[config.mk]
export PLATFORM = sky130hd
export DESIGN_NAME = lct_ctrl
export DESIGN_NICKNAME = d
export VERILOG_FILES = /design/src/rtl/lct_pkg.sv /design/src/rtl/lct_ctrl.sv
export VERILOG_INCLUDE_DIRS = /design/src /design/src/rtl
export SDC_FILE = /design/constraint.sdc
export NUM_CORES = 1
export LEC_CHECK = 0
export ABC_AREA = 0
export BUFFER_PORTS_ARGS = -buffer_cell sky130_fd_sc_hd__buf_4
export CORE_MARGIN = 3
export CORE_UTILIZATION = 45
export DETAILED_ROUTE_END_ITERATION = 12
export PLACE_DENSITY = 0.81
export SLEW_MARGIN = 25
export SYNTH_ARGS = -nofsm -noshare
export SYNTH_HDL_FRONTEND = slang
export SYNTH_SLANG_ARGS = --single-unit
[constraint.sdc]
create_clock -name clk_i -period 3.9 [get_ports clk_i]
set_input_delay 0.78 -clock clk_i [delete_from_list [all_inputs] [get_ports clk_i]]
set_output_delay 0.78 -clock clk_i [all_outputs]
set_load 0.005 [all_outputs]
[src/rtl/li_chao_min_line_tree_top_assert.svh]
// ----------------------------------------------------------------------------
// Assertion macros for the Li Chao minimum line tree
// Concurrent checks on clk_i, disabled while rst_ni is low.
// ----------------------------------------------------------------------------
`ifndef LI_CHAO_MIN_LINE_TREE_TOP_ASSERT_SVH
`define LI_CHAO_MIN_LINE_TREE_TOP_ASSERT_SVH
`ifndef SYNTHESIS
`define LCT_ASSERT(lbl, prop) \
  lbl: assert property (@(posedge clk_i) disable iff (!rst_ni) prop) \
    else $error("lct check failed");
`define LCT_ASSERT_MSG(lbl, prop, msg) \
  lbl: assert property (@(posedge clk_i) disable iff (!rst_ni) prop) \
    else $error(msg);
`else
`define LCT_ASSERT(lbl, prop)
`define LCT_ASSERT_MSG(lbl, prop, msg)
`endif
`endif

[src/rtl/lct_pkg.sv]
// ----------------------------------------------------------------------------
// lct_pkg
// Shared constants, datapath commands and status for the Li Chao tree.
// ----------------------------------------------------------------------------
`default_nettype none
package lct_pkg;

  localparam int LEAVES = 1024;
  localparam int LW     = $clog2(LEAVES);  // leaf slot bits
  localparam int NW     = LW + 1;          // node index bits
  localparam int SW     = LW + 2;          // segment bound bits
  localparam int LVW    = $clog2(NW);      // tree level bits
  localparam int CW     = 11;              // coord_count width
  localparam int KW     = 2;
  localparam int EW     = 11;              // end_slot width
  localparam int AW     = 32;              // slope
  localparam int BW     = 61;              // input intercept
  localparam int NBW    = 63;              // stored intercept
  localparam int CRW    = 32;              // coordinate
  localparam int XW     = 33;              // coordinate plus one
  localparam int VW     = 64;              // line value
  localparam int EVALS  = 6;
  localparam int EKW    = 3;

  localparam logic signed [VW-1:0] NO_LINE = 64'sd3000000000000000000;

  localparam logic [KW-1:0] KIND_LOAD  = 2'd0;
  localparam logic [KW-1:0] KIND_LINE  = 2'd1;
  localparam logic [KW-1:0] KIND_SEG   = 2'd2;
  localparam logic [KW-1:0] KIND_QUERY = 2'd3;

  typedef enum logic [4:0] {
    DP_NOP, DP_CLEAR, DP_ACCEPT, DP_INS_L, DP_INS_R, DP_SHIFT,
    DP_RD_NODE, DP_CAP_XL, DP_CAP_XC, DP_CAP_XR, DP_MUL, DP_ADD,
    DP_DECIDE, DP_RD_Q, DP_CAP_Q, DP_CAP_NODE, DP_QADD, DP_OUT
  } lct_op_e;

  typedef enum logic [1:0] {PT_L, PT_C, PT_R, PT_Q} lct_pt_e;

  typedef struct packed {
    lct_op_e op;
    lct_pt_e pt;
  } lct_cmd_t;

  typedef struct packed {
    logic clr_last;
    logic l_lt_r;
    logic l_odd;
    logic r_odd;
    logic k_last;
    logic ins_done;
    logic i_root;
  } lct_sts_t;

endpackage
`default_nettype wire

[src/rtl/lct_ctrl.sv]
// ----------------------------------------------------------------------------
// lct_ctrl
// Sequencer: node clear, segment walk, node insertion and query walk.
// ----------------------------------------------------------------------------
`default_nettype none
`include "li_chao_min_line_tree_top_assert.svh"
module lct_ctrl (
  input  wire logic                clk_i,
  input  wire logic                rst_ni,
  input  wire logic                in_valid_i,
  input  wire logic [lct_pkg::KW-1:0] in_kind_i,
  output logic                     in_ready_o,
  output logic                     out_valid_o,
  input  wire logic                out_ready_i,
  output lct_pkg::lct_cmd_t        cmd_o,
  input  wire lct_pkg::lct_sts_t   sts_i
);
  import lct_pkg::*;

  typedef enum logic [4:0] {
    S_CLEAR, S_IDLE, S_SEG_L, S_SEG_R, S_SEG_SH, S_NRD, S_XL, S_XC, S_XR,
    S_MUL, S_ADD, S_DEC, S_QX, S_QXC, S_QN, S_QC, S_QM, S_QA, S_QOUT
  } state_e;

  typedef enum logic [1:0] {RET_DONE, RET_R, RET_SH} ret_e;

  state_e state_q, state_d;
  ret_e   ret_q, ret_d;
  logic   out_valid_q, out_valid_d;
  logic   accept;

  assign in_ready_o  = (state_q == S_IDLE);
  assign accept      = in_valid_i && in_ready_o;
  assign out_valid_o = out_valid_q;

  always_comb begin
    state_d     = state_q;
    ret_d       = ret_q;
    out_valid_d = out_valid_q && !out_ready_i;
    cmd_o.op    = DP_NOP;
    cmd_o.pt    = PT_L;
    case (state_q)
      S_CLEAR: begin
        cmd_o.op = DP_CLEAR;
        if (sts_i.clr_last) state_d = S_IDLE;
      end
      S_IDLE: begin
        if (accept) begin
          cmd_o.op = DP_ACCEPT;
          case (in_kind_i)
            KIND_LINE: begin
              state_d = S_NRD;
              ret_d   = RET_DONE;
            end
            KIND_SEG:   state_d = S_SEG_L;
            KIND_QUERY: state_d = S_QX;
            default:    state_d = S_IDLE;
          endcase
        end
      end
      S_SEG_L: begin
        if (!sts_i.l_lt_r) begin
          state_d = S_IDLE;
        end else if (sts_i.l_odd) begin
          cmd_o.op = DP_INS_L;
          ret_d    = RET_R;
          state_d  = S_NRD;
        end else begin
          state_d = S_SEG_R;
        end
      end
      S_SEG_R: begin
        if (sts_i.r_odd) begin
          cmd_o.op = DP_INS_R;
          ret_d    = RET_SH;
          state_d  = S_NRD;
        end else begin
          state_d = S_SEG_SH;
        end
      end
      S_SEG_SH: begin
        cmd_o.op = DP_SHIFT;
        state_d  = S_SEG_L;
      end
      S_NRD: begin
        cmd_o.op = DP_RD_NODE;
        cmd_o.pt = PT_L;
        state_d  = S_XL;
      end
      S_XL: begin
        cmd_o.op = DP_CAP_XL;
        cmd_o.pt = PT_C;
        state_d  = S_XC;
      end
      S_XC: begin
        cmd_o.op = DP_CAP_XC;
        cmd_o.pt = PT_R;
        state_d  = S_XR;
      end
      S_XR: begin
        cmd_o.op = DP_CAP_XR;
        state_d  = S_MUL;
      end
      S_MUL: begin
        cmd_o.op = DP_MUL;
        state_d  = S_ADD;
      end
      S_ADD: begin
        cmd_o.op = DP_ADD;
        state_d  = sts_i.k_last ? S_DEC : S_MUL;
      end
      S_DEC: begin
        cmd_o.op = DP_DECIDE;
        if (!sts_i.ins_done) begin
          state_d = S_NRD;
        end else begin
          case (ret_q)
            RET_R:   state_d = S_SEG_R;
            RET_SH:  state_d = S_SEG_SH;
            default: state_d = S_IDLE;
          endcase
        end
      end
      S_QX: begin
        cmd_o.op = DP_RD_Q;
        cmd_o.pt = PT_Q;
        state_d  = S_QXC;
      end
      S_QXC: begin
        cmd_o.op = DP_CAP_Q;
        state_d  = S_QN;
      end
      S_QN: begin
        cmd_o.op = DP_RD_NODE;
        cmd_o.pt = PT_Q;
        state_d  = S_QC;
      end
      S_QC: begin
        cmd_o.op = DP_CAP_NODE;
        state_d  = S_QM;
      end
      S_QM: begin
        cmd_o.op = DP_MUL;
        state_d  = S_QA;
      end
      S_QA: begin
        cmd_o.op = DP_QADD;
        state_d  = sts_i.i_root ? S_QOUT : S_QN;
      end
      S_QOUT: begin
        if (!out_valid_q || out_ready_i) begin
          cmd_o.op    = DP_OUT;
          out_valid_d = 1'b1;
          state_d     = S_IDLE;
        end
      end
      default: state_d = S_IDLE;
    endcase
  end

  always_ff @(posedge clk_i or negedge rst_ni) begin
    if (!rst_ni) begin
      state_q     <= S_CLEAR;
      ret_q       <= RET_DONE;
      out_valid_q <= 1'b0;
    end else begin
      state_q     <= state_d;
      ret_q       <= ret_d;
      out_valid_q <= out_valid_d;
    end
  end

  `LCT_ASSERT_MSG(a_out_from_qout, $rose(out_valid_q) |-> $past(state_q == S_QOUT),
                  "result raised outside query completion")
  `LCT_ASSERT(a_query_starts, (accept && in_kind_i == KIND_QUERY) |=> state_q == S_QX)
  `LCT_ASSERT(a_qout_holds,
              (state_q == S_QOUT && out_valid_q && !out_ready_i) |=> state_q == S_QOUT)
endmodule
`default_nettype wire

==> impl_metrics.py, run 1 <==
metrics = {
    "placed_design": {
        "place_inst": 154,
        "dpl_worst_slack_ns": 1.42,
        "port-buffer-count": 21,
        "post-dp-hpwl_um": 1740,
        "routabilityCongestion": 0.912,
    },
    "floorplan": {
        "pin_count": 22,
        "dieHeight_um": 49.1,
        "fp-row-count": 14,
        "die_area_sq_um": 2410,
        "dieWidth_um": 49.1,
        "core-area_sq_um": 1630,
        "start_util_pct": 51.2,
    },
    "drt": {
        "drt-pass1-iter-count": 4,
        "drc": 0,
        "vias_per_cell": 6.10,
        "route.final.wire_length_um": 2330,
        "drtIter0Drc": 42,
        "dr_total_vias": 957,
        "ant_nets": 0,
        "wire_per_inst_um": 14.9,
    },
    "critical_path": {
        "r2r-end": "ret_q[1]$_DFFE_PN0P_",
        "cp_top_family": "flip-flops",
        "crit_type": "reg -> out",
        "crit_fanout": 21,
        "path_depth": 4,
        "critical_path_required_ns": 3.12,
        "worst-endpoint-arrival_ns": 1.91,
        "crit_path_end_kind": "primary output",
        "startpoint_type": "register",
        "cp-startpoint": "state_q[1]$_DFFE_PN0P_",
        "slowest_delay_ns": 0.74,
        "path_cells": "nor2b_1, nand3_1, o22ai_1, buf_4",
        "r2r_start": "state_q[3]$_DFFE_PN0P_",
        "reg2reg_depth": 4,
        "cp-endpoint": "cmd_o[2]",
        "r2r_slack_ns": 1.94,
        "crit_slowest_cell": "dfrtp_1",
        "critPathBufInv": 1,
    },
    "global_routing": {
        "grt_antenna_before_repair": 0,
        "grt_pass1_wl_um": 4030,
        "grt_max_degree": 22,
        "track_usage_pct": 20.8,
        "grt_pass1_vias": 877,
        "overflow": 0,
    },
    "yosys": {
        "netlist_area_sq_um": 835,
        "synth_edf_count": 0,
        "synth_top_cell_area_share_pct": 24.0,
        "yosysWarningCount": 0,
        "yosysUniqueCellTypes": 38,
        "seq_area_frac_synth_pct": 24.0,
        "avgSynthCellArea_sq_um": 7.01,
        "synth_common_cells": "15 x a21oi_1, 13 x nor2_1, 12 x nand2_1, 8 x dfrtp_1",
        "synth.most_common_cell": "a21oi_1",
        "synth_area_leader_cell": "dfrtp_1",
        "ys_seq_elements": 8,
        "postSynthCellCount": 119,
        "synth_area_leaders": "dfrtp_1 24%, a21oi_1 9.0%, nor2_1 5.8%, nand2_1 5.4%, buf_2 4.2%",
        "syn_nets": 132,
        "synthFlopType": "dfrtp_1",
        "synthArstFlopShare_pct": 100,
    },
    "timing": {
        "min_period_ns": 2.69,
        "fmax_mhz": 372,
        "setup_viol": 0,
        "hold_violations": 0,
        "max-slew-margin-rel_pct": 56.5,
        "fin_skew_ns": 0.00498,
        "worstMarginPinSlew_ns": 0.652,
        "hold_slack_ns": 0.334,
        "setup_ws_ns": 1.21,
        "tns_ns": 0,
        "slew_violations": 0,
        "fin_crit_sh_pct": 69.0,
        "rsz0062_at_grt": "false",
    },
    "cts": {
        "cts_resized": 0,
        "post_cts_buffers": 0,
        "clockRootBuffer": "clkbuf_4",
        "clk_pin_slew_worst_paths_ns": 0.05,
        "htree_levels": 1,
        "cts_max_path_buffers": 2,
        "tritoncts": "done",
        "cts_sinks": 8,
        "ctsHoldBuffers": 0,
        "clk_latency_ns": 0.25,
        "cts_buffers": 3,
    },
    "status": {
        "status": "completed",
    },
    "run": {
        "cap_violations": 0,
    },
    "worst_hold_path": {
        "hold_class": "in -> async",
    },
    "final_layout": {
        "drive_gt1_share_pct": 18.8,
        "area_growth_pct": 18.3,
        "final_net_count": 148,
        "stdcell_count": 157,
        "diodes": 0,
    },
    "power_and_ir_drop": {
        "p_leak_nw": 0.419,
        "p_per_area_nw_per_um2": 604,
        "power_w": 0.000597,
        "peakVddDrop_mv": 0.397,
    },
}
[sequential cells by signal, indices dropped and copies added, names as in the netlist]
register     flops
ret_q            2
state_q          5
out_valid_o      1
[metal layers]
layer / GRT usage, % / share of wire, % / up-vias
met4: 7.11 / 1.1 / 0
met1: 27.6 / 45 / 442
met3: 7.95 / 7.5 / 4
met5: 0 / 0 / -
li1: - / - / 469
met2: 30.6 / 47 / 42
[per-stage QoR]
step,util [%],cell area [sq um]
floorplan,-,835
global placement,59.2,965
detailed placement,59.2,965
CTS,60.6,987
global route,60.6,987
finish,60.6,987
[layout by cell type (no fill, tap or decap), types with 2 or more instances in the layout]
cell       n
clkbuf_4   3
and3_1     2
dfrtp_1    8
o22ai_1    2
o21ai_0    5
nand2_1   12
o21a_1     3
o32ai_1    2
nor2b_1    4
nor2_1    13
a31oi_1    3
o221ai_1   2
a21oi_1   15
nand3_1    3
nor3_1     7
inv_1      6
nand2b_1   2
a221oi_1   2
mux2i_1    2
buf_4     21
[report_power, final]
part	switching, W	total [W]	internal [W]	leakage, nW
Clock	0.0000261	0.0000612	0.0000351	0.0138
Combinational	0.000164	0.000336	0.000172	0.298
Sequential	0.0000953	0.000200	0.000104	0.107
[logic make-up (layout without fill, tap and decap cells)]
logic type             count (synthesis)  count (layout)  synth area share (%)
buffers and inverters                 16              30                  9.59
and+or+nand+nor                       52              52                  31.6
DFF                                    8               8                  24.0
muxes                                  2               2                  2.40
AOI/OAI and AO/OA                     41              41                  32.4
[worst register-to-register path, stage by stage (launching register included)]
cell and delay, ns:
dfrtp_1 0.62, nor3_1 0.64, o221ai_1 0.30, o21ai_0 0.21, nand2_1 0.07
[layout make-up]
class	count	area, sq um
Fill cell	165	642
Tap cell	24	30.0
Clock buffer	3	22.5
Timing Repair Buffer	21	158
Inverter	6	22.5
Sequential cell	8	200
Multi-Input combinational cell	95	554
[worst min-delay path by stage]
stage                     cells past startpoint                     end            startpoint  slack [ns]
after CTS                                     1   out_valid_o$_DFF_PN0_                rst_ni        0.34
after global placement                        2    ret_q[1]$_DFFE_PN0P_  ret_q[1]$_DFFE_PN0P_        0.55
final                                         1   out_valid_o$_DFF_PN0_                rst_ni        0.33
after global routing                          1  state_q[2]$_DFFE_PN0P_                rst_ni        0.33
after floorplan                               0   out_valid_o$_DFF_PN0_                rst_ni        0.48
after detailed placement                      2    ret_q[1]$_DFFE_PN0P_  ret_q[1]$_DFFE_PN0P_        0.55
No activity file was read; power rests on OpenSTA's default activity.
==> run 2: changes to the inputs <==
clock period = 2.5 ns   (was 3.9 ns; I/O delays follow)
==> impl_metrics.py, run 2 (synthesis results as in run 1) <==
metrics = {
    "critical_path": {
        "r2r_start": "state_q[3]$_DFFE_PN0P_",
        "r2r-end": "ret_q[1]$_DFFE_PN0P_",
        "crit_path_end_kind": "primary output",
        "r2r_slack_ns": 0.61,
        "crit_type": "reg -> out",
        "critical_path_required_ns": 2.00,
        "worst-endpoint-arrival_ns": 1.77,
        "crit_fanout": 20,
        "startpoint_type": "register",
        "reg2reg_depth": 4,
    },
    "drt": {
        "wire_per_inst_um": 14.9,
        "vias_per_cell": 6.21,
        "dr_total_vias": 981,
        "route.final.wire_length_um": 2350,
        "drtIter0Drc": 29,
        "ant_nets": 0,
        "drc": 0,
        "drt-pass1-iter-count": 4,
    },
    "final_layout": {
        "multi_input_area_sq_um": 554,
        "diodes": 0,
        "drive_gt1_share_pct": 20.1,
        "postLayoutCoreUtil_pct": 61.1,
        "top_register": "state_q",
        "finalInstanceArea_sq_um": 996,
        "mostFrequentLayoutCell": "buf_4",
        "fill_cells": 166,
        "area.sequential_sq_um": 201,
        "final_net_count": 149,
        "largest_reg_flops": 5,
        "area_growth_pct": 19.3,
        "layout_common_cells": "22 x buf_4, 15 x a21oi_1, 13 x nor2_1, 12 x nand2_1",
    },
    "floorplan": {
        "fp-row-count": 14,
        "dieHeight_um": 49.1,
        "start_util_pct": 51.2,
        "core-area_sq_um": 1630,
        "dieWidth_um": 49.1,
        "die_area_sq_um": 2410,
        "pin_count": 22,
    },
    "status": {
        "status": "completed",
    },
    "global_routing": {
        "overflow": 0,
        "grt_max_degree": 22,
        "track_usage_pct": 21.1,
        "grt_pass1_wl_um": 4080,
        "grt_pass1_vias": 913,
        "grt_antenna_before_repair": 0,
    },
    "power_and_ir_drop": {
        "power_w": 0.000939,
        "p_per_area_nw_per_um2": 943,
        "peakVddDrop_mv": 0.608,
        "p_leak_nw": 0.422,
    },
    "timing": {
        "rsz0062_at_grt": "false",
        "fin_crit_sh_pct": 91.0,
        "worstMarginPinSlew_ns": 0.664,
        "setup_viol": 0,
        "min_period_ns": 2.27,
        "hold_violations": 0,
        "hold_slack_ns": 0.0573,
        "tns_ns": 0,
        "max-slew-margin-rel_pct": 55.8,
        "fmax_mhz": 440,
        "fin_skew_ns": 0.000744,
        "slew_violations": 0,
    },
    "cts": {
        "htree_levels": 1,
        "clk_latency_ns": 0.25,
        "cts_buffers": 3,
        "ctsHoldBuffers": 0,
        "clockRootBuffer": "clkbuf_4",
        "tritoncts": "done",
        "cts_max_path_buffers": 2,
        "cts_sinks": 8,
        "clk_pin_slew_worst_paths_ns": 0.05,
    },
    "placed_design": {
        "routabilityCongestion": 0.935,
        "port-buffer-count": 21,
        "placed_cell_area_sq_um": 972,
        "post-dp-hpwl_um": 1790,
    },
    "run": {
        "cap_violations": 0,
    },
    "worst_hold_path": {
        "hold_class": "in -> async",
    },
}
==> run 2: changes by cell type in the layout (fill, tap and decap cells not counted) <==
cell	before	now
dfrtp_1	8	7
dfrtp_2	0	1
buf_4	21	22
==> run 2: worst max-delay path, cell delays in order (launching register included) <==
cell	delay (ns)
dfrtp_1	0.62
nor3_1	0.59
and2_1	0.21
buf_4	0.11
==> run 2: layout make-up <==
type	instances	area share (%)
Clock buffer	3	2.26
Inverter	6	2.26
Multi-Input combinational cell	95	55.7
Sequential cell	8	20.2
Tap cell	24	3.02
Timing Repair Buffer	22	16.6
==> run 2: how the worst max path moves through the flow <==
stage | startpoint | to | slack [ns] | cells past startpoint
6_report | state_q[3]$_DFFE_PN0P_ | in_ready_o | 0.23 | 3
4_1_cts | state_q[1]$_DFFE_PN0P_ | cmd_o[2] | 0.16 | 4
2_1_floorplan | state_q[2]$_DFFE_PN0P_ | cmd_o[2] | 0.90 | 6
5_1_grt | state_q[2]$_DFFE_PN0P_ | cmd_o[2] | 0.04 | 5
3_3_place_gp | state_q[3]$_DFFE_PN0P_ | cmd_o[5] | 0.49 | 4
3_5_place_dp | state_q[1]$_DFFE_PN0P_ | cmd_o[2] | 0.44 | 4
==> run 2: repair_timing <==
| action | CTS | global route |
|---|---|---|
| buffers inserted | 0 | 0 |
| setup endpoints to repair | 0 | 1 |
| gates resized for setup | 0 | 1 |
==> run 2: power by group <==
group / internal, W / switching [W] / leakage [nW]
Combinational: 0.000272 / 0.000261 / 0.303
Sequential: 0.000164 / 0.000148 / 0.105
Clock: 0.0000547 / 0.0000406 / 0.0138
Total: 0.000490 / 0.000449 / 0.422
==> run 2: layer usage <==
metal / part of all wire (%) / up-vias / global-route usage (%)
met5: 0 / - / 0
met4: 0.59 / 0 / 7.58
met3: 9.2 / 2 / 8.56
met2: 49 / 58 / 31.9
met1: 41 / 446 / 26.7
li1: - / 475 / -
==> run 2: metrics by stage <==
| stage | setup WS, ns | std cells |
|---|---|---|
| after floorplan | 0.899 | 119 |
| after global placement | 0.492 | 155 |
| after detailed placement | 0.444 | 155 |
| after CTS | 0.164 | 158 |
| after global routing | 0.0422 | 158 |
| final | 0.225 | 158 |
